[src/sv/gsqr_pkg.sv]
package gsqr_pkg;

  localparam int unsigned DefRows = 3;
  localparam int unsigned DefCols = 3;
  localparam int unsigned DataW = 32;
  localparam int unsigned ThrW = 16;
  localparam int unsigned ColW = 2;
  localparam logic [DataW-1:0] OneQ16 = 32'h0001_0000;
  localparam logic [1:0] RegThreshold = 2'd0;

  typedef enum logic [3:0] {
    OP_IDLE,
    OP_LOAD,
    OP_DOT,
    OP_SUB,
    OP_SQR,
    OP_SQRT,
    OP_DIV,
    OP_FIN
  } op_t;

  typedef struct packed {
    op_t        op;
    logic [1:0] col;
    logic [1:0] idx;
    logic       step_start;
  } gsqr_cmd_t;

  typedef struct packed {
    logic step_done;
    logic degen;
  } gsqr_stat_t;

  function automatic logic signed [DataW-1:0] sat32(input logic signed [67:0] x);
    if (x > 68'sh0_7FFF_FFFF) begin
      return 32'sh7FFF_FFFF;
    end else if (x < -68'sh0_8000_0000) begin
      return -32'sh8000_0000;
    end
    return x[DataW-1:0];
  endfunction

  function automatic logic signed [DataW:0] rnd30(input logic signed [63:0] p);
    logic [63:0] m;
    logic [63:0] s;
    m = p[63] ? 64'(-p) : 64'(p);
    s = (m + 64'(1 << 29)) >> 30;
    return p[63] ? -$signed(s[DataW:0]) : $signed(s[DataW:0]);
  endfunction

endpackage

[src/sv/gsqr_ctrl.sv]
module gsqr_ctrl import gsqr_pkg::*; #(
  parameter int unsigned Rows = DefRows,
  parameter int unsigned Cols = DefCols
) (
  input  logic       clk,
  input  logic       rst_n,
  input  logic       in_valid,
  output logic       in_stall,
  input  logic       in_first_column,
  output logic       out_valid,
  input  logic       out_stall,
  output gsqr_cmd_t  cmd,
  input  gsqr_stat_t stat
);

  typedef enum logic [2:0] {S_IDLE, S_DOT, S_SUB, S_SQR, S_SQRT, S_DIV, S_OUT} st_t;

  st_t        st_r;
  logic [1:0] next_r;
  logic [1:0] col_r;
  logic [1:0] idx_r;
  logic       go_r;
  logic       out_valid_r;
  logic [1:0] col_nxt;

  assign in_stall  = (st_r != S_IDLE) || out_valid_r;
  assign out_valid = out_valid_r;

  always_comb begin
    col_nxt = in_first_column ? 2'd0 : next_r;
    if (32'(col_nxt) >= Cols) begin
      col_nxt = 2'd0;
    end
  end

  always_comb begin
    cmd.col = col_r;
    cmd.idx = idx_r;
    cmd.step_start = go_r;
    cmd.op = OP_IDLE;
    unique case (st_r)
      S_IDLE: cmd.op = (in_valid && !in_stall) ? OP_LOAD : OP_IDLE;
      S_DOT:  cmd.op = OP_DOT;
      S_SUB:  cmd.op = OP_SUB;
      S_SQR:  cmd.op = OP_SQR;
      S_SQRT: cmd.op = OP_SQRT;
      S_DIV:  cmd.op = OP_DIV;
      S_OUT:  cmd.op = OP_FIN;
      default: cmd.op = OP_IDLE;
    endcase
    if (st_r == S_IDLE) begin
      cmd.col = col_nxt;
    end
  end

  always_ff @(posedge clk) begin
    if (!rst_n) begin
      st_r <= S_IDLE;
      next_r <= 2'd0;
      col_r <= 2'd0;
      idx_r <= 2'd0;
      go_r <= 1'b0;
      out_valid_r <= 1'b0;
    end else begin
      go_r <= 1'b0;
      if (out_valid_r && !out_stall) begin
        out_valid_r <= 1'b0;
      end
      unique case (st_r)
        S_IDLE: begin
          if (in_valid && !in_stall) begin
            col_r <= col_nxt;
            idx_r <= 2'd0;
            next_r <= (32'(col_nxt) + 1 >= Cols) ? 2'd0 : col_nxt + 2'd1;
            go_r <= 1'b1;
            st_r <= (col_nxt == 2'd0) ? S_SQR : S_DOT;
          end
        end
        S_DOT: begin
          if (stat.step_done) begin
            st_r <= S_SUB;
            go_r <= 1'b1;
          end
        end
        S_SUB: begin
          if (stat.step_done) begin
            go_r <= 1'b1;
            if (idx_r + 2'd1 == col_r) begin
              st_r <= S_SQR;
            end else begin
              idx_r <= idx_r + 2'd1;
              st_r <= S_DOT;
            end
          end
        end
        S_SQR: begin
          if (stat.step_done) begin
            st_r <= S_SQRT;
            go_r <= 1'b1;
          end
        end
        S_SQRT: begin
          if (stat.step_done) begin
            go_r <= 1'b1;
            idx_r <= 2'd0;
            st_r <= S_DIV;
          end
        end
        S_DIV: begin
          if (stat.degen) begin
            st_r <= S_OUT;
          end else if (stat.step_done) begin
            if (32'(idx_r) + 1 >= Rows) begin
              st_r <= S_OUT;
            end else begin
              idx_r <= idx_r + 2'd1;
              go_r <= 1'b1;
            end
          end
        end
        S_OUT: begin
          out_valid_r <= 1'b1;
          st_r <= S_IDLE;
        end
        default: st_r <= S_IDLE;
      endcase
    end
  end

endmodule

[config.mk]
export PLATFORM = sky130hd
export DESIGN_NAME = gsqr_ctrl
export DESIGN_NICKNAME = d
export VERILOG_FILES = /design/src/sv/gsqr_pkg.sv /design/src/sv/gsqr_ctrl.sv
export SDC_FILE = /design/constraint.sdc
export NUM_CORES = 1
export LEC_CHECK = 0
export BUFFER_PORTS_ARGS = -buffer_cell sky130_fd_sc_hd__clkbuf_2
export CAP_MARGIN = 15
export CORE_UTILIZATION = 40
export CTS_BUF_LIST = sky130_fd_sc_hd__clkbuf_8
export DETAILED_ROUTE_END_ITERATION = 12
export PLACE_DENSITY = 0.65
export SETUP_SLACK_MARGIN = 0.3
export SKIP_LAST_GASP = 1
export SYNTH_ARGS = -nofsm -noshare
export SYNTH_HDL_FRONTEND = slang
export SYNTH_SLANG_ARGS = --single-unit
export TNS_END_PERCENT = 10
[constraint.sdc]
create_clock -name clk -period 1.7 [get_ports clk]
set_input_delay 0.085 -clock clk [delete_from_list [all_inputs] [get_ports clk]]
set_output_delay 0.085 -clock clk [all_outputs]
set_load 0.01 [all_outputs]
==> summary.md <==
| Metric | Value |
|---|---|
| Ranking of synthesized cells by area | dfxtp_1 27%, mux2i_1 8.2%, ha_1 6.9% |
| Slowest cell delay on critical path | ~0.37 ns |
| Total chip power | approximately 1.3 mW |
| Final hold slack | 0.157 ns |
| Max-Cap Viols | 0 |
| Synth cell count leaders | 13 x nand2_1, 10 x dfxtp_1, 6 x mux2i_1 |
| Avg WL per Cell | 11.5 um |
| Synth warn | 0 |
| Comb power frac | 47.9% |
| CTS buffer count | 3 |
| Final #Nets | 119 |
| Syn nets | slightly above 100 |
| Iteration-0 DRC Markers | 17 |
| Setup WS pre-CTS | -0.0114 ns |
| Synthesized instance count | 90 |
| Seq cells post-synth | 10 |
| Finish-stage setup viols | 0 |
| Psw | between 0.4 and 0.5 mW |
| Vias | 685 |
| WP data arrival | 1.81 ns |
| Setup ws final | 0.0141 ns |
| Worst Tran Pin Value | 0.507 ns |
| Global-route wire length before repair | between 2 and 2.5 mm |
| Maximum vdd drop | 543 uV |
| CTS H-tree lvls | 1 |
| IO Pins | 18 |
| DRC viols | 0 |
| Hold Vio Cnt, Final | 0 |
| Final Instance Count excl. Fillers | around 130 |
| Area Overhead vs Synth | 25.0% |
| Ant. Diodes | 0 |
| RSZ-0062 raised after global routing | true |
| Die X | 44.7 um |
| Cell taking the most area after synthesis | dfxtp_1 |
| Data required, critical path | about 1.8 ns |
| Dpl hpwl | ~1.1 mm |
| Fin crit period | around 1.7 ns |
| Net Sw Frac | between 30% and 40% |
| Layout cell share with drive strength beyond 1 | just over 30% |
| Netlist cell types | 32 |
| DRT Pass-1 Iters | 4 |
| Die span in y | about 45 um |
| Synth Area per Inst | 8.11 um^2 |
| Crit path buffers/inverters | 0 |
| Post-synth EDFFs | 0 |
| Die area | roughly 0.002 mm^2 |
| Vias per cell | roughly 5.2 |
| Final Skew | around 0.0060 ns |
| Status | complete, no violations |
| Sequential area share after synthesis | a little over a quarter |
| Global route overflow | 0 |
| Clk buf depth | 2 |
| CTS clk-pin slew, worst paths | 0.05 ns |
| CORE AREA | between 0.0015 and 0.002 mm^2 |
| LEAKAGE | around 0.43 nW |
| Clock power frac | a little under a quarter |
| GRT Resource Usage Total | 17.2% |
| Largest net degree at the start of global routing | 17 |
| IO buf count | 16 |
| Vias in the first global route | around 600 |
| # fillers | approximately 180 |
| Root Buffer | clkbuf_8 |
| Initial antenna violation count | 0 |
| CP endpoint kind | flop |
| CP Max Fanout | 3 |
| Post-route ant nets | 0 |
| Yosys top cell area share | a little over a quarter |
| Pwr Density | ~1400 mW/mm^2 |
| Clock tree from TritonCTS | yes |
| Gpl congestion | approximately 0.79 |
| Crit-path cells | ha_2, or3b_1, a221o_1, nand3_2, mux2i_1, nor2b_1 |
| Startpoint types | flop |
| Top-count cell post-synth | nand2_1 |
| Slowest-stage cell, CP | or3b_1 |
| Initial Utilization | a little over two fifths |
| CP top delay family | simple AND/OR/NAND/NOR gates |
| Worst Path Class, Setup | reg2reg |
| Relative slew margins | between 60 and 70% |
| Pint | around 0.77 mW |
| Slew Limit Fails | 0 |
| Crit share post-route | ~99% |
| Detailed-route wire length | about 1.5 mm |
| Worst Hold Class | in2reg |
| Sink Count | 10 |
| Share of synthesized registers carrying an async set or reset | 0% |
| Ys flop type | dfxtp_1 |
| Row cnt | 15 |
| Max Fclk | 0.593 GHz |
| Register share of total power | between 20% and 30% |
| Dpl cells | around 130 |
| Worst-Skew Late Latency | around 0.24 ns |
| Synthesized area | approximately 730 um^2 |
[layout make-up]
type / instances / area, um^2 / share of cell area, %
clock buffers: 4 / 55.1 / 6.04
inverters: 5 / 21.3 / 2.33
multi-input cells: 68 / 489 / 53.6
flip-flops and latches: 10 / 205 / 22.5
well taps: 25 / 31.3 / 3.43
repair buffers: 20 / 110 / 12.1
[layer usage]
layer  vias to the layer above  global-route usage [%]  wire length, um
li1                        339                       -                -
met1                       322                    20.7              662
met2                        19                    28.8              753
met3                         5                    3.60               61
met4                         0                    9.09               35
met5                         -                       0                0
[power groups by stage]
stage	clock, mW	sequential [mW]	combinational [mW]
after detailed placement	0	0.360	0.590
after CTS	0.309	0.360	0.615
final	0.303	0.359	0.608
after global routing	0.320	0.368	0.678
after floorplan	0	0.327	0.478
after global placement	0	0.358	0.586
[kinds of logic (layout without fill, tap and decap cells)]
group | Yosys count | count (layout) | synth area share [%]
other | 1 | 1 | 0.514
XOR/XNOR | 4 | 4 | 4.80
AND/OR/NAND/NOR | 38 | 38 | 29.5
multiplexers | 8 | 8 | 11.3
adder cells (fa/ha/maj) | 4 | 4 | 6.86
buffers and inverters | 12 | 29 | 8.40
flip-flops | 10 | 10 | 27.4
AO/OA/AOI/OAI | 13 | 13 | 11.1
[registers in the layout, indices dropped and copies added, names as in the netlist]
name       cells
st_r           3
col_r          2
idx_r          2
go_r           1
next_r         1
out_valid      1
[worst reg2reg max path, cell delays in order, from the launching register on]
cell and delay, ns:
dfxtp_4 0.35, ha_2 0.18, or3b_1 0.37, a221o_1 0.34, nand3_2 0.09, mux2i_1 0.18, nor2b_1 0.06
[timing repair]
action                     4_1_cts  5_1_grt
resized for setup                1        0
setup endpoints to repair       12       13
pin swaps                        2        0
hold buffers                     0        0
buffers inserted                 1        0
cloned                           0        0
[final timing paths]
check        startpoint       end  slack [ns]  cells after the start
min reg2reg    idx_r[1]  idx_r[1]        0.51                      2
max            idx_r[0]   st_r[1]        0.01                      6
max reg2reg    idx_r[0]   st_r[1]        0.01                      6
min             stat[1]      go_r        0.16                      3
[cells in the final DEF, fill, tap and decap left out, types with 2 or more instances in the layout]
master    instances
mux2i_1           6
clkbuf_8          4
inv_1             4
nor2b_1           4
mux2_2            2
clkbuf_2         16
nand2_1          13
nand3_1           2
nand4_1           2
nand2b_1          5
buf_4             4
nor2_1            2
nand3b_1          3
dfxtp_1           8
ha_1              2
a31oi_1           3
xor2_1            3
a21oi_1           3
o21ai_0           3
[per-stage QoR]
| step | util [%] | instance area (um^2) | setup TNS [ns] |
|---|---|---|---|
| detailed placement | 48.8 | 843 | -0.0114 |
| CTS | 52.8 | 912 | 0 |
| global route | 52.8 | 912 | -0.0457 |
| finish | 52.8 | 912 | 0 |
| global placement | 48.8 | 843 | 0 |
| floorplan | - | 752 | 0 |
Note: power is estimated with default switching activity, not from simulation.
